<file path="config.mk">
export PLATFORM = sky130hd
export DESIGN_NAME = round_robin_process_scheduler
export DESIGN_NICKNAME = d
export VERILOG_FILES = /design/src/hw/rtl/rrps_pkg.sv /design/src/hw/rtl/rrps_wait_queue.sv /design/src/hw/rtl/rrps_seq.sv /design/src/hw/rtl/round_robin_process_scheduler.sv
export VERILOG_INCLUDE_DIRS = /design/src /design/src/hw/rtl
export SDC_FILE = /design/constraint.sdc
export NUM_CORES = 1
export LEC_CHECK = 0
export ABC_CLOCK_PERIOD_IN_PS = 5600
export BUFFER_PORTS_ARGS = -buffer_cell sky130_fd_sc_hd__clkbuf_2
export CORE_MARGIN = 2
export CORE_UTILIZATION = 60
export CTS_CLUSTER_DIAMETER = 100
export DETAILED_ROUTE_END_ITERATION = 7
export HOLD_SLACK_MARGIN = 0.1
export MAX_ROUTING_LAYER = met4
export PLACE_DENSITY = 0.9
export SLEW_MARGIN = 40
export SYNTH_ARGS = -nofsm -noshare
export SYNTH_HDL_FRONTEND = slang
export SYNTH_SLANG_ARGS = --single-unit
</file>
<file path="constraint.sdc">
create_clock -name clk -period 5.6 [get_ports clk]
set_input_delay 0.56 -clock clk [delete_from_list [all_inputs] [get_ports clk]]
set_output_delay 0.56 -clock clk [all_outputs]
set_load 0.02 [all_outputs]
</file>
<file path="src/hw/rtl/round_robin_process_scheduler_defines.svh">
// Assertion macros for the round-robin process scheduler.
`ifndef ROUND_ROBIN_PROCESS_SCHEDULER_DEFINES_SVH
`define ROUND_ROBIN_PROCESS_SCHEDULER_DEFINES_SVH
`ifndef ASSERT_OFF
`define RRPS_ASSERT(lbl, prop) \
  lbl: assert property (@(posedge clk) disable iff (!rst_n) prop) \
    else $error("rrps assertion failed");
`define RRPS_ASSERT_ALWAYS(lbl, prop) \
  lbl: assert property (@(posedge clk) prop) \
    else $error("rrps assertion failed");
`else
`define RRPS_ASSERT(lbl, prop)
`define RRPS_ASSERT_ALWAYS(lbl, prop)
`endif
`endif

</file>
<file path="src/hw/rtl/rrps_pkg.sv">
// Package: constants, types and helpers for the round-robin process scheduler.
package rrps_pkg;

  localparam int QUEUE_DEPTH = 16;
  localparam int PID_BITS    = 16;
  localparam int QIDX_W      = (QUEUE_DEPTH > 1) ? $clog2(QUEUE_DEPTH) : 1;
  localparam int SLICE_W     = 8;
  localparam logic [SLICE_W-1:0] SLICE_RESET = SLICE_W'(10);

  typedef logic [PID_BITS-1:0] pid_t;
  typedef logic [QIDX_W-1:0]   qidx_t;
  typedef logic [SLICE_W-1:0]  slice_t;

  typedef enum logic [2:0] {
    EV_WORKING  = 3'd0,
    EV_FINISHED = 3'd1,
    EV_QUEUED   = 3'd2,
    EV_WAITING  = 3'd3,
    EV_FULL     = 3'd4,
    EV_ROTATED  = 3'd5
  } rrps_event_t;

  typedef enum logic [2:0] {
    S_IDLE,
    S_DECIDE,
    S_SCAN,
    S_POP,
    S_DONE
  } rrps_state_t;

  typedef struct packed {
    logic  wr_en;
    qidx_t wr_addr;
    pid_t  wr_data;
    logic  rd_en;
    qidx_t rd_addr;
  } rrps_qreq_t;

  typedef struct packed {
    logic        granted;
    rrps_event_t ev;
    pid_t        running_pid;
    logic        running_valid;
  } rrps_result_t;

  function automatic qidx_t next_slot(qidx_t i);
    next_slot = (i == qidx_t'(QUEUE_DEPTH - 1)) ? '0 : i + qidx_t'(1);
  endfunction

endpackage

</file>
<file path="src/hw/rtl/rrps_wait_queue.sv">
// Wait queue storage: one write port, one registered read port.
module rrps_wait_queue
  import rrps_pkg::*;
(
  input  logic       clk,
  input  rrps_qreq_t qreq,
  output pid_t       rd_data
);

  pid_t mem [QUEUE_DEPTH];
  pid_t rd_data_r;

  always_ff @(posedge clk) begin
    if (qreq.wr_en) begin
      mem[qreq.wr_addr] <= qreq.wr_data;
    end
    if (qreq.rd_en) begin
      rd_data_r <= mem[qreq.rd_addr];
    end
  end

  assign rd_data = rd_data_r;

endmodule

</file>
<file path="src/hw/rtl/rrps_seq.sv">
// Sequencer: scheduling state, queue pointers and the pid compares.
module rrps_seq
  import rrps_pkg::*;
(
  input  logic         clk,
  input  logic         rst_n,
  input  logic         in_valid,
  output logic         in_ready,
  input  pid_t         in_pid,
  input  logic         in_done,
  input  slice_t       slice_length,
  output rrps_qreq_t   qreq,
  input  pid_t         q_rd_data,
  output logic         res_valid,
  input  logic         res_ready,
  output rrps_result_t res
);

  rrps_state_t state_r, state_nxt;
  pid_t        pid_r, pid_nxt;
  logic        done_r, done_nxt;
  pid_t        cur_pid_r, cur_pid_nxt;
  logic        cur_valid_r, cur_valid_nxt;
  slice_t      slice_r, slice_nxt;
  qidx_t       head_r, head_nxt;
  qidx_t       tail_r, tail_nxt;
  qidx_t       scan_r, scan_nxt;
  logic        pend_r, pend_nxt;
  logic        rotate_r, rotate_nxt;
  logic        granted_r, granted_nxt;
  rrps_event_t ev_r, ev_nxt;

  pid_t   eff_pid;
  logic   same;
  logic   q_empty;
  logic   q_full;
  logic   hit;
  slice_t reload;

  assign eff_pid = cur_valid_r ? cur_pid_r : pid_r;
  assign same    = (eff_pid == pid_r);
  assign q_empty = (head_r == tail_r);
  assign q_full  = (next_slot(tail_r) == head_r);
  assign hit     = pend_r && (q_rd_data == pid_r);
  assign reload  = (slice_length == '0) ? slice_t'(1) : slice_length;

  always_comb begin
    state_nxt = state_r;
    case (state_r)
      S_IDLE:   if (in_valid) state_nxt = S_DECIDE;
      S_DECIDE: begin
        if (same && slice_r != '0) begin
          state_nxt = (done_r && !q_empty) ? S_POP : S_DONE;
        end else if (same) begin
          state_nxt = q_empty ? S_DONE : S_POP;
        end else begin
          state_nxt = S_SCAN;
        end
      end
      S_SCAN: begin
        if (hit || (!pend_r && scan_r == tail_r)) state_nxt = S_DONE;
      end
      S_POP:    state_nxt = S_DONE;
      S_DONE:   if (res_ready) state_nxt = S_IDLE;
      default:  state_nxt = S_IDLE;
    endcase
  end

  always_comb begin
    pid_nxt       = pid_r;
    done_nxt      = done_r;
    cur_pid_nxt   = cur_pid_r;
    cur_valid_nxt = cur_valid_r;
    slice_nxt     = slice_r;
    head_nxt      = head_r;
    tail_nxt      = tail_r;
    scan_nxt      = scan_r;
    pend_nxt      = 1'b0;
    rotate_nxt    = rotate_r;
    granted_nxt   = granted_r;
    ev_nxt        = ev_r;
    qreq          = '0;
    in_ready      = 1'b0;
    res_valid     = 1'b0;
    case (state_r)
      S_IDLE: begin
        in_ready = 1'b1;
        pid_nxt  = in_pid;
        done_nxt = in_done;
      end
      S_DECIDE: begin
        cur_pid_nxt   = eff_pid;
        cur_valid_nxt = 1'b1;
        granted_nxt   = 1'b0;
        slice_nxt     = reload;
        qreq.rd_addr  = head_r;
        if (same && slice_r != '0) begin
          granted_nxt = 1'b1;
          if (done_r) begin
            ev_nxt     = EV_FINISHED;
            rotate_nxt = 1'b0;
            if (q_empty) begin
              cur_valid_nxt = 1'b0;
              cur_pid_nxt   = '0;
            end else begin
              qreq.rd_en = 1'b1;
            end
          end else begin
            ev_nxt    = EV_WORKING;
            slice_nxt = slice_r - slice_t'(1);
          end
        end else if (same) begin
          ev_nxt     = EV_ROTATED;
          rotate_nxt = 1'b1;
          qreq.rd_en = !q_empty;
        end else begin
          scan_nxt = head_r;
        end
      end
      S_SCAN: begin
        qreq.rd_addr = scan_r;
        if (hit) begin
          ev_nxt = EV_WAITING;
        end else if (!pend_r && scan_r == tail_r) begin
          if (q_full) begin
            ev_nxt = EV_FULL;
          end else begin
            ev_nxt        = EV_QUEUED;
            qreq.wr_en    = 1'b1;
            qreq.wr_addr  = tail_r;
            qreq.wr_data  = pid_r;
            tail_nxt      = next_slot(tail_r);
          end
        end else if (scan_r != tail_r) begin
          qreq.rd_en = 1'b1;
          pend_nxt   = 1'b1;
          scan_nxt   = next_slot(scan_r);
        end
      end
      S_POP: begin
        cur_pid_nxt = q_rd_data;
        head_nxt    = next_slot(head_r);
        if (rotate_r) begin
          qreq.wr_en   = 1'b1;
          qreq.wr_addr = tail_r;
          qreq.wr_data = pid_r;
          tail_nxt     = next_slot(tail_r);
        end
      end
      S_DONE: begin
        res_valid = 1'b1;
      end
      default: ;
    endcase
  end

  assign res.granted       = granted_r;
  assign res.ev            = ev_r;
  assign res.running_pid   = cur_valid_r ? cur_pid_r : '0;
  assign res.running_valid = cur_valid_r;

  always_ff @(posedge clk) begin
    if (!rst_n) begin
      state_r     <= S_IDLE;
      cur_pid_r   <= '0;
      cur_valid_r <= 1'b0;
      slice_r     <= SLICE_RESET;
      head_r      <= '0;
      tail_r      <= '0;
      pend_r      <= 1'b0;
    end else begin
      state_r     <= state_nxt;
      cur_pid_r   <= cur_pid_nxt;
      cur_valid_r <= cur_valid_nxt;
      slice_r     <= slice_nxt;
      head_r      <= head_nxt;
      tail_r      <= tail_nxt;
      pend_r      <= pend_nxt;
    end
  end

  always_ff @(posedge clk) begin
    pid_r     <= pid_nxt;
    done_r    <= done_nxt;
    scan_r    <= scan_nxt;
    rotate_r  <= rotate_nxt;
    granted_r <= granted_nxt;
    ev_r      <= ev_nxt;
  end

endmodule

</file>
<file path="src/hw/rtl/round_robin_process_scheduler.sv">
// Round-robin process scheduler top level: config register, sequencer, queue, output register.
// An accepted input goes to DECIDE, then to DONE for a served or rotating caller (through POP
// with a queue pop); a denied caller scans the wait queue in SCAN, one entry per cycle.
// One item at a time: the next input is taken once the result is in the output register.
// Synchronous active-low reset: idle, empty queue, slice 10; queue storage is not cleared.
`include "round_robin_process_scheduler_defines.svh"
module round_robin_process_scheduler
  import rrps_pkg::*;
(
  input  logic         clk,
  input  logic         rst_n,
  input  logic         in_valid,
  output logic         in_ready,
  input  pid_t         in_requester_pid,
  input  logic         in_work_done,
  output logic         out_valid,
  input  logic         out_ready,
  output logic         out_granted,
  output logic [2:0]   out_event_res,
  output pid_t         out_running_pid,
  output logic         out_running_valid,
  input  logic         cfg_valid,
  output logic         cfg_ready,
  input  slice_t       cfg_data
);

  slice_t       slice_len_r;
  rrps_qreq_t   qreq;
  pid_t         q_rd_data;
  logic         res_valid;
  logic         res_ready;
  rrps_result_t res;
  logic         out_valid_r;
  rrps_result_t out_r;

  assign cfg_ready = 1'b1;

  always_ff @(posedge clk) begin
    if (!rst_n) begin
      slice_len_r <= SLICE_RESET;
    end else if (cfg_valid && cfg_ready) begin
      slice_len_r <= cfg_data;
    end
  end

  rrps_seq u_seq (
    .clk          (clk),
    .rst_n        (rst_n),
    .in_valid     (in_valid),
    .in_ready     (in_ready),
    .in_pid       (in_requester_pid),
    .in_done      (in_work_done),
    .slice_length (slice_len_r),
    .qreq         (qreq),
    .q_rd_data    (q_rd_data),
    .res_valid    (res_valid),
    .res_ready    (res_ready),
    .res          (res)
  );

  rrps_wait_queue u_queue (
    .clk     (clk),
    .qreq    (qreq),
    .rd_data (q_rd_data)
  );

  assign res_ready = !out_valid_r || out_ready;

  always_ff @(posedge clk) begin
    if (!rst_n) begin
      out_valid_r <= 1'b0;
    end else if (res_ready) begin
      out_valid_r <= res_valid;
    end
  end

  always_ff @(posedge clk) begin
    if (res_valid && res_ready) begin
      out_r <= res;
    end
  end

  assign out_valid         = out_valid_r;
  assign out_granted       = out_r.granted;
  assign out_event_res     = out_r.ev;
  assign out_running_pid   = out_r.running_pid;
  assign out_running_valid = out_r.running_valid;

  `RRPS_ASSERT(a_idle_pid_zero, out_valid && !out_running_valid |-> out_running_pid == '0)
  `RRPS_ASSERT(a_grant_event, out_valid && out_granted |-> out_event_res == EV_WORKING || out_event_res == EV_FINISHED)
  `RRPS_ASSERT(a_busy_after_accept, in_valid && in_ready |=> !in_ready)
  `RRPS_ASSERT(a_rotate_running, out_valid && out_event_res == EV_ROTATED |-> out_running_valid)
  `RRPS_ASSERT_ALWAYS(a_no_out_in_reset, !rst_n |=> !out_valid)

endmodule
</file>
# --- Word level (Yosys, flattened, before mapping) ---
# Memories as Yosys holds them, arrays and structs flattened. A register that Yosys moved wholly into a read port is not among the register bits.
# Cells that the tools add are included.
# Widths: inputs -> output; s select.
word_totals:
  regBits: 93
  ramBits: 256
  mem_count: 1
mem_list:
  columns: ["name", "depth", "word_bits", "read_ports", "rd_clocked_by_memory_dff", "write_ports", "line_no", "source"]
  rows:
  - ["u_queue.mem", 16, 16, 1, 1, 1, "rrps_wait_queue.sv:10", "pid_t mem [QUEUE_DEPTH];"]
op_classes:
  add_sub_neg: 4
  eq_ne: 27
  muxes: 59
  bitwise_logic: 2
  reduce_logical: 23
op_table:
  columns: ["op", "count"]
  rows:
  - ["$mux 16", 4]
  - ["$mux 21", 3]
  - ["$mux 4", 12]
  - ["$pmux 21 s2", 1]
  - ["$mux 3", 12]
  - ["$eq 16x16->1", 2]
  - ["$pmux 16 s2", 1]
  - ["$mux 8", 3]
  - ["$mux 22", 1]
  - ["$mux 1", 17]
  - ["$pmux 4 s2", 2]
  - ["$pmux 3 s5", 1]
  - ["$ne 2x2->1 const B", 7]
  - ["$add 4x1->4 const B", 3]
  - ["$eq 4x4->1", 3]
  - ["$eq 4x4->1 const B", 3]
  - ["$ne 2x1->1 const B", 5]
  - ["$pmux 5 s2", 1]
  - ["$reduce_and 3->1", 3]
  - ["$logic_not 8->1", 1]
  - ["$reduce_bool 2->1", 4]
  - ["$reduce_bool 8->1", 1]
  - ["$sub 8x1->8 const B", 1]
  - ["$eq 3x2->1 const B", 2]
  - ["13 further kinds", 22]

# --- Longest topological paths before layout ---
# Gate-level depths: netlist of the first run.
depth:
  word_depth: 9
  depth_mapped: 9

# --- Cells and area by module ---
# Synthesis of the first run repeated with hierarchy kept, for this count alone.
hier_totals:
  cells_unflattened: 917
  area_unflattened_um2: 15011.9
modules_own_cells:
  columns: ["module", "instances", "cells_each", "area_each_um2", "seq_area_each_um2"]
  rows:
  - ["rrps_wait_queue", 1, 432, 10203.5, 8167.8]
  - ["rrps_seq", 1, 432, 3826.2, 1521.5]
  - ["round_robin_process_scheduler", 1, 53, 982.2, 810.8]

# --- Worst setup path before layout of the first run ---
# OpenSTA, ideal clock, no wires.
synth_timing:
  kind: "register to register"
  start: "register u_seq.tail_r[0]"
  end: "memory u_queue.mem[10][0] (netlist name), enable pin"
  t_arrival_ns: 3.343
  required_time_ns: 5.164
  setup_slack_ns: 1.821
  stages_incl_launch_ff: 10
  period_less_slack_ns: 3.779
  path_cell_list: "dfxtp_1 ha_1 a31oi_1 xor2_1 or3_1 o21ai_2 and2_1 buf_6 buf_6 nor4b_1"
synth_via:
  elab_chain_cells: 9
synth_lines:
  columns: ["element", "line_no", "source"]
  rows:
  - ["start: declaration", "rrps_seq.sv:26", "qidx_t tail_r, tail_nxt;"]
  - ["start signal: assignment", "rrps_seq.sv:177", "tail_r <= tail_nxt;"]
  - ["$add 4x1->4 or $eq 4x4->1 (tied branches)", "rrps_pkg.sv:47", "next_slot = (i == qidx_t'(QUEUE_DEPTH - 1)) ? '0 : i + qidx_t'(1);"]
  - ["$mux 4", "rrps_pkg.sv:47", null]
  - ["$eq 4x4->1", "rrps_seq.sv:43", "assign q_full = (next_slot(tail_r) == head_r);"]
  - ["$mux 21", "rrps_seq.sv:125", "if (q_full) begin"]
  - ["$mux 21", "rrps_seq.sv:124", "end else if (!pend_r && scan_r == tail_r) begin"]
  - ["$mux 22", "rrps_seq.sv:122", "if (hit) begin"]
  - ["$pmux 21 s2 (*)", "rrps_seq.sv:85", "case (state_r)"]
  - ["$mux 1", "rrps_wait_queue.sv:14", "if (qreq.wr_en) begin"]
  - ["$mux 1 (not written as such)", "rrps_wait_queue.sv:15", "mem[qreq.wr_addr] <= qreq.wr_data;"]
  - ["end: declaration", "rrps_wait_queue.sv:10", null]
# Every way passes the cells marked *; elsewhere a longest branch is shown, timed or not.

# --- Final worst setup path of the first run ---
layout_timing:
  start: "register u_seq.state_r[0]"
  end: "register u_queue.rd_data_r[4] (netlist: u_queue.rd_data[4]) (read register of u_queue.mem) (data pin)"
layout_via:
  elab_chain_cells: 2
layout_lines:
  columns: ["element", "line_no", "source"]
  rows:
  - ["start: declaration", "rrps_seq.sv:19", "rrps_state_t state_r, state_nxt;"]
  - ["start signal: assignment", "rrps_seq.sv:172", "state_r <= state_nxt;"]
  - ["$eq 3x2->1 or $eq 3x1->1 (tied branches)", "rrps_seq.sv:85", null]
  - ["$pmux 5 s2 (*)", "rrps_seq.sv:85", null]
  - ["end: declaration", "rrps_wait_queue.sv:11", "pid_t rd_data_r;"]
# Marks and branches as above.
# A chain may end at the register's enable or synchronous reset.

==> impl_metrics.yaml, run 1 <==
outcome:
  outcome: "finished clean"
critical_path:
  crit_path_top_delay_cell: "dfxtp_1"
  crit_fanout: 19
  critPathArrivalTime_ps: 3690
  cp_common_cell: "a22oi_1"
  path_cells: "nor2b_1, a22oi_1, nor2_4, buf_8, buf_4, mux4_2, a22oi_1, nand2_1"
  critPathCaptureType: "flop"
  startpoint_type: "flop"
  cp_slowest_stage_delay_ps: 630
  crit_required_ps: 5840
  path_class: "reg -> reg"
detailed_routing:
  routed_via_density: 6.85
  drtPass1Iterations: 6
  num_vias: 9194
  dr_wl_met3_um: 4130
  drt_wl_total_um: 37200
  drcViolationCount: 0
  wire_per_inst_um: 27.7
  drtIter0Drc: 1439
  ant_nets: 0
  met1Wirelength_um: 12700
  top_layer: "met4"
  met2_length_um: 18400
global_route:
  grtUsageTotal_pct: 29.5
  grt_pass1_wl_um: 55300
  grt_pass1_vias: 9074
  grt.overflow.total: 0
  antenna_found_initial: 0
  grt_max_degree: 34
timing:
  finClkSkew_ps: 24.9
  setup_viol: 0
  max_slew_margin_pct: 40.3
  rsz0062_at_grt: "false"
  worstMarginPinSlew_ps: 889
  fmax_ghz: 0.290
  finalHoldViolCount: 0
  fin_crit_ps: 3450
  drv_slew: 0
  fin_tns_setup_ps: 0
  setup_ws_ps: 2150
  period_share_pct: 61.6
cts:
  clock_latency_ps: 540
  cts_hold_buf: 0
  cts_tree: "done"
  postCtsSetupRepairBufs: 0
  cts_buffers: 36
  clkTransAtPathRegs_ps: 60
  root_buffer: "clkbuf_16"
  clockBufferDepth: 3
  htreeDepth: 2
  cts.sinks: 365
  postCtsResizedCells: 0
layout:
  final_common_cell: "edfxtp_1"
  design_area_sq_um: 17000
  syn_to_final_growth_pct: 13.5
  drive_gt1_share_pct: 26.0
  final_nets: 1025
  fillers: 1319
  final_cell_mix: "319 x edfxtp_1, 65 x nand2_1, 64 x mux4_2, 52 x clkbuf_2, 44 x a21oi_1"
pwr:
  ir_worst_vdd_mv: 0.260
  p_leak_nw: 5.80
  power.density_nw_per_um2: 333
synth:
  seq_area_frac_synth_pct: 70.3
  syn_area_sq_um: 14900
  syn-instance-count: 920
  syn_avg_cell_area_sq_um: 16.2
  synthArstFlopShare_pct: 0
  yosys_register_bits: 365
  synth-edff-count: 319
  ys.flop_type: "edfxtp_1"
  ys_warn_count: 0
  yosysUniqueCellTypes: 62
  syn_nets: 955
placed_design:
  pre_cts_ws_ps: 1740
  globalplace.congestion: 0.835
  io_buffers: 52
  place_area_sq_um: 15700
  dp_hpwl_um: 21400
hold_path:
  hp-class: "in -> reg"
die:
  initial_core_util_pct: 61.3
  dieArea_sq_um: 26200
  die_height_um: 162
  ios: 54
  die_w_um: 162
  rows: 57
  core_sq_um: 24400
job:
  max_cap_viol_count: 0
## area by class of cell
class,instances,area (sq um),area share [%]
sequential,365,10500,61.9
antenna,1,2.50,0.0148
timing repair buffer,85,536,3.16
clock inverter,25,251,1.48
multi-input combinational,489,4290,25.3
clock buffer,40,916,5.40
tap,324,405,2.39
inverter,13,48.8,0.288
## path summary, 6_finish.rpt
kind	slack [ps]	startpoint	depth (start not counted)	to
setup / recovery	2150	u_seq.state_r[0]	8	u_queue.rd_data[4]
hold / removal	210	in_requester_pid[13]	1	u_seq.pid_r[13]
setup reg to reg	2150	u_seq.state_r[0]	8	u_queue.rd_data[4]
hold reg to reg	430	u_seq.granted_r	0	out_granted
## cell usage after synthesis (all sizes together), types with 2 or more instances
master	instances	share of area, %
a22o	2	0.12
mux4	64	9.6
o22ai	21	0.88
nor3	15	0.50
a21oi	45	1.5
clkbuf	20	0.50
or2	2	0.084
nand3b	2	0.10
dfxtp	46	6.2
a31oi	7	0.29
ha	5	0.42
nor2b	21	0.90
nand4b	2	0.12
a22oi	36	1.8
nand2	66	1.7
mux2i	14	0.94
nand4	10	0.42
nand3	14	0.50
or3	3	0.13
xnor2	41	2.5
o21ai	10	0.36
nor4b	8	0.47
buf	33	1.4
nor2	44	1.2
a31o	3	0.18
and2	19	0.80
edfxtp	319	64
and3	2	0.084
nand2b	4	0.17
xor2	5	0.29
inv	13	0.33
nor4	8	0.44
## stage by stage
stage | power (mW) | cells | hold WS [ps] | util, %
detailed placement | 3.29 | 1276 | 418 | 64.5
global placement | 3.28 | 1274 | 402 | 64.3
global route | 5.78 | 1341 | 207 | 69.5
CTS | 5.65 | 1341 | 198 | 69.3
finish | 5.65 | 1342 | 208 | 69.5
floorplan | 3.21 | 920 | 400 | -
## state kept, by name, summed over array words and instances (netlist names), 8 cells and up
register         cells
u_seq.cur_pid_r     16
out_running_pid     16
u_queue.mem        256
slice_len_r          8
u_seq.pid_r         16
u_seq.slice_r        8
u_queue.rd_data     16
## routing by layer
layer | vias up | track usage [%]
met2 | 754 | 48.1
met5 | - | -
met1 | 4552 | 36.0
met3 | 154 | 5.36
met4 | 0 | 14.5
li1 | 3734 | -
## critical path: cells and delay by family, from the launching register on
family	cells	cell delay, ps
compound gates	2	490
simple gates	3	1090
buf+inv	2	540
flops	1	630
mux	1	390
## power breakdown
part,switching [mW],internal (mW),total [mW]
Clock,1.03,1.38,2.40
Combinational,0.134,0.0878,0.222
Sequential,0.0593,2.97,3.03
Total,1.22,4.43,5.65
## logic make-up after synthesis
kind of cell               Yosys count  synth area share, %
AOI/OAI and AO/OA                  137                 6.00
xor gates and xnor gates            46                 2.75
adders and majority gates            5                0.419
buffers and inverters               66                 2.26
DFF                                365                 70.3
muxes                               79                 10.7
other                                1               0.0251
and+or+nand+nor                    221                 7.63
Note: power is estimated with default switching activity, not from simulation.
==> run 2, diff against run 1 <==
--- a/config.mk
+++ b/config.mk
@@ -6,7 +6,7 @@
 export SDC_FILE = /design/constraint.sdc
 export NUM_CORES = 1
 export LEC_CHECK = 0
-export ABC_CLOCK_PERIOD_IN_PS = 5600
+export ABC_CLOCK_PERIOD_IN_PS = 3200
 export BUFFER_PORTS_ARGS = -buffer_cell sky130_fd_sc_hd__clkbuf_2
 export CORE_MARGIN = 2
 export CORE_UTILIZATION = 60
==> constraint.sdc (replaced) <==
create_clock -name clk -period 3.2 [get_ports clk]
set_input_delay 0.32 -clock clk [delete_from_list [all_inputs] [get_ports clk]]
set_output_delay 0.32 -clock clk [all_outputs]
set_load 0.02 [all_outputs]
==> run 2 against run 1 <==
Via count up 3.4%. Total power up 77%. Sequential cell count unchanged. Maximum frequency up 13%. First-iteration DRC count down 2.0%. Clock skew down 3.5 ps. Core utilization up 1.8 points. Wire length up 4.6%. Critical path depth down 2.
==> impl_metrics.yaml, run 2 (same netlist as run 1, synthesis figures left out) <==
cts:
  root_buffer: "clkbuf_16"
  clockBufferDepth: 3
  cts_buffers: 36
  cts_tree: "done"
  clkTransAtPathRegs_ps: 60
  cts.sinks: 365
  htreeDepth: 2
  clock_latency_ps: 540
timing:
  max_slew_margin_pct: 49.5
  fmax_ghz: 0.327
  period_share_pct: 95.4
  setup_viol: 0
  rsz0062_at_grt: "false"
  finalHoldViolCount: 0
  setup_ws_ps: 146
  worstMarginPinSlew_ps: 752
  finClkSkew_ps: 21.3
  drv_slew: 0
  fin_crit_ps: 3050
layout:
  fin_cells: 1384
  final_cell_mix: "319 x edfxtp_1, 65 x nand2_1, 64 x mux4_2, 52 x clkbuf_2, 47 x buf_4"
  design_area_sq_um: 17400
  fin_util_pct: 71.3
  syn_to_final_growth_pct: 16.4
  drive_gt1_share_pct: 25.9
  final_common_cell: "edfxtp_1"
  final_nets: 1068
  multiInputGateArea_sq_um: 4300
  fillers: 1282
  top_register: "u_queue.mem"
  regArea_sq_um: 10500
  largest_reg_flops: 256
placed_design:
  dp.cells: 1294
  globalplace.congestion: 0.855
  dp_hpwl_um: 21700
  io_buffers: 52
  pre_cts_ws_ps: 110
  place_area_sq_um: 15900
detailed_routing:
  drtPass1Iterations: 8
  num_vias: 9506
  wire_per_inst_um: 28.1
  routed_via_density: 6.87
  ant_nets: 0
  drtIter0Drc: 1410
  drcViolationCount: 0
  drt_wl_total_um: 38900
global_route:
  grt_pass1_wl_um: 58500
  grt_pass1_vias: 9549
  grt_max_degree: 65
  grt.overflow.total: 0
  grtUsageTotal_pct: 31.5
  antenna_found_initial: 1
die:
  die_w_um: 162
  core_sq_um: 24400
  rows: 57
  dieArea_sq_um: 26200
  die_height_um: 162
  initial_core_util_pct: 61.3
  ios: 54
critical_path:
  crit_required_ps: 3370
  critPathCaptureType: "flop"
  r2r_slack_ps: 150
  startpoint_type: "flop"
  path_class: "reg -> reg"
  critPathArrivalTime_ps: 3230
  reg2reg_depth: 6
  r2r-start: "u_seq.pid_r[14]"
  crit_fanout: 5
  r2r_end: "u_seq.ev_r[0]"
outcome:
  outcome: "finished clean"
hold_path:
  holdPathEnd: "out_valid"
  hp-class: "in -> reg"
  hold_depth: 4
  hp-start: "out_ready"
pwr:
  p_leak_nw: 6.03
  power.density_nw_per_um2: 575
  ir_worst_vdd_mv: 0.477
  p_total_mw: 10.0
job:
  max_cap_viol_count: 0
-- run 2: layout make-up --
type | count | share of cell area (%)
multi-input cells | 489 | 24.7
inverters | 13 | 0.281
well taps | 324 | 2.33
clock buffers | 44 | 5.47
clock inverters | 20 | 1.37
diodes | 1 | 0.0144
flip-flops and latches | 365 | 60.4
repair buffers | 128 | 5.42
-- run 2: timing repair --
item                                    CTS  global route
endpoints found under the setup margin  114            41
pin swaps                                 1             0
hold endpoints to repair                 25             0
setup buffers                             0             0
gates resized for setup                   6             1
hold buffers                             25             0
-- run 2: metal layers --
metal / up-vias / share of wire [%] / track usage [%]
li1: 3822 / - / -
met1: 4601 / 33 / 38.1
met3: 208 / 12 / 6.13
met5: - / 0 / -
met4: 0 / 6.8 / 18.9
met2: 875 / 48 / 49.7
-- run 2: how the worst max path moves through the flow --
| stage | start | end | slack [ps] | cells past startpoint |
|---|---|---|---|---|
| after floorplan | u_seq.tail_r[0] | u_queue.mem[10][0] | -580 | 9 |
| after global placement | u_seq.tail_r[0] | u_queue.mem[6][10] | 300 | 8 |
| after detailed placement | u_seq.tail_r[0] | u_queue.mem[4][4] | 110 | 8 |
| after CTS | u_seq.tail_r[0] | u_queue.mem[0][3] | 80 | 8 |
| after global routing | u_seq.tail_r[1] | u_queue.mem[5][3] | 90 | 9 |
| final | u_seq.pid_r[14] | u_seq.ev_r[0] | 150 | 6 |
-- run 2: per-stage QoR --
stage | setup TNS, ps | hold slack [ps]
CTS | 0 | 183
global placement | 0 | 404
detailed placement | 0 | 405
global route | 0 | 196
finish | 0 | 170
floorplan | -74130 | 400
-- run 2: power breakdown --
group | switching [mW] | total (mW) | internal, mW
Combinational | 0.253 | 0.430 | 0.177
Clock | 1.81 | 4.28 | 2.47
Sequential | 0.101 | 5.29 | 5.19
-- run 2: critical path, stage by stage (launching register included) --
cell,delay (ps)
edfxtp_1,580
xnor2_1,360
nand4_1,230
nor4_1,600
nand3_1,300
nand3_1,210
a21boi_0,430
==> run 3, diff against run 2 <==
--- a/config.mk
+++ b/config.mk
@@ -8,7 +8,6 @@
 export LEC_CHECK = 0
 export ABC_CLOCK_PERIOD_IN_PS = 3200
 export BUFFER_PORTS_ARGS = -buffer_cell sky130_fd_sc_hd__clkbuf_2
-export CORE_MARGIN = 2
 export CORE_UTILIZATION = 60
 export CTS_CLUSTER_DIAMETER = 100
 export DETAILED_ROUTE_END_ITERATION = 7
==> run 3 against run 2 <==
Critical path depth is 2 higher. Clock power is 4% higher. Maximum frequency is 4.1% lower. Global-route usage is 1.7 points higher. Total power is 2.1% higher. Via count is 0.95% higher. Sequential cell count stayed put. Non-clock buffer count is 9 higher. Clock skew is 3.7 ps higher. Die area is 2.5% lower. Highest routed layer unchanged.
==> impl_metrics.yaml, run 3 (same netlist as run 1, synthesis figures left out) <==
critical_path:
  crit_start: "u_seq.pid_r[2]"
  crit_end: "u_seq.cur_pid_r[2]"
  r2r-start: "u_seq.pid_r[2]"
  path_cells: "xnor2_1, nand4_1, o41ai_2, buf_4, nand2_1, inv_1, a31o_2, o22ai_1"
  r2r_slack_ps: 10
  crit_path_top_delay_cell: "edfxtp_1"
  crit_required_ps: 3590
  critPathArrivalTime_ps: 3570
  r2r_end: "u_seq.cur_pid_r[2]"
  cp_slowest_stage_delay_ps: 570
  reg2reg_depth: 8
  path_class: "reg -> reg"
  startpoint_type: "flop"
  critPathCaptureType: "flop"
  crit_fanout: 16
die:
  ios: 54
  dieArea_sq_um: 25500
  die_height_um: 160
  initial_core_util_pct: 61.3
  core_sq_um: 24400
  rows: 57
  die_w_um: 160
placed_design:
  globalplace.congestion: 0.841
  place_area_sq_um: 16000
  pre_cts_ws_ps: 97.9
  dp_hpwl_um: 22000
  io_buffers: 52
  dp.cells: 1301
cts:
  cts_buffers: 38
  clock_latency_ps: 540
  root_buffer: "clkbuf_16"
  htreeDepth: 2
  cts_tree: "done"
  cts.sinks: 365
  clkTransAtPathRegs_ps: 60
  clockBufferDepth: 3
detailed_routing:
  drtPass1Iterations: 6
  num_vias: 9596
  drt_wl_total_um: 40200
  wire_per_inst_um: 28.8
  drcViolationCount: 0
  ant_nets: 0
  drtIter0Drc: 1552
  routed_via_density: 6.87
timing:
  setup_viol: 0
  period_share_pct: 99.6
  rsz0062_at_grt: "true"
  worstMarginPinSlew_ps: 760
  drv_slew: 0
  fmax_ghz: 0.314
  max_slew_margin_pct: 48.9
  fin_crit_ps: 3190
  setup_ws_ps: 14.4
  whs_ps: 214
  finalHoldViolCount: 0
  finClkSkew_ps: 25.0
hold_path:
  hp-class: "in -> reg"
  hold_depth: 3
layout:
  fillers: 1295
  top_register: "u_queue.mem"
  multiInputGateArea_sq_um: 4310
  largest_reg_flops: 256
  final_cell_mix: "319 x edfxtp_1, 65 x nand2_1, 64 x mux4_2, 57 x buf_4, 52 x clkbuf_2"
  final_common_cell: "edfxtp_1"
  fin_cells: 1396
  antenna_cells: 0
  syn_to_final_growth_pct: 17.1
  design_area_sq_um: 17500
  drive_gt1_share_pct: 26.4
  final_nets: 1079
  regArea_sq_um: 10500
global_route:
  grt.overflow.total: 0
  grt_max_degree: 65
  antenna_found_initial: 0
  grt_pass1_vias: 9711
  grt_pass1_wl_um: 59900
  grtUsageTotal_pct: 33.2
pwr:
  ir_worst_vdd_mv: 0.627
  p_leak_nw: 6.12
  power.density_nw_per_um2: 583
  p_total_mw: 10.2
outcome:
  outcome: "finished clean"
job:
  max_cap_viol_count: 0
-- run 3: cell count changes in the layout (fill, tap and decap cells not counted), sizes merged --
cell,previous run,this run
buf,51,60
clkbuf,96,104
clkinv,14,9
diode,1,0
inv,15,16
-- run 3: stage by stage --
step | utilization, % | TNS (ps)
after floorplan | - | -74130
after global placement | 65.4 | 0
after detailed placement | 65.4 | 0
after CTS | 71.6 | -146
after global routing | 71.8 | -375
final | 71.8 | 0
-- run 3: how the worst min path moves through the flow --
stage                    startpoint  slack [ps]               end
global placement    u_seq.granted_r         400       out_granted
CTS                        in_valid         200  u_seq.state_r[0]
global route               in_valid         230  u_seq.state_r[0]
floorplan             u_seq.ev_r[0]         400  out_event_res[0]
finish                     in_valid         210  u_seq.state_r[0]
detailed placement    u_seq.ev_r[1]         420  out_event_res[1]
-- run 3: what timing repair did --
item | CTS | global route
hold buffers | 25 | 0
pin swaps | 1 | 0
setup endpoints to repair | 65 | 388
hold endpoints to repair | 25 | 0
gates resized for setup | 4 | 3
setup buffers | 2 | 0
-- run 3: layer usage --
| metal | GRT usage [%] | up-vias | wire length, um |
|---|---|---|---|
| li1 | - | 3846 | - |
| met1 | 38.8 | 4658 | 13300 |
| met2 | 54.8 | 874 | 20100 |
| met3 | 6.31 | 218 | 4460 |
| met4 | 17.7 | 0 | 2360 |
| met5 | - | - | 0 |
-- run 3: power by group --
group / switching [mW] / internal (mW) / leakage, nW / total, mW
registers: 0.0984 / 5.19 / 3.60 / 5.29
logic: 0.267 / 0.179 / 1.91 / 0.446
clock network: 1.84 / 2.63 / 0.608 / 4.47
-- run 3: area by class of cell --
class                           instances  share of cell area (%)
Clock buffer                           52                    5.97
Multi-Input combinational cell        489                    24.6
Clock inverter                         16                    1.14
Timing Repair Buffer                  137                    5.70
Inverter                               13                   0.279
Tap cell                              324                    2.32
Sequential cell                       365                    60.0
-- run 3: critical path, delay by kind of cell, from the launching register on --
kind                   cells  cell delay, ps
buffers and inverters      2             430
XOR/XNOR                   1             520
AO/OA/AOI/OAI              3            1110
AND/OR/NAND/NOR            2             400
flip-flops                 1             570
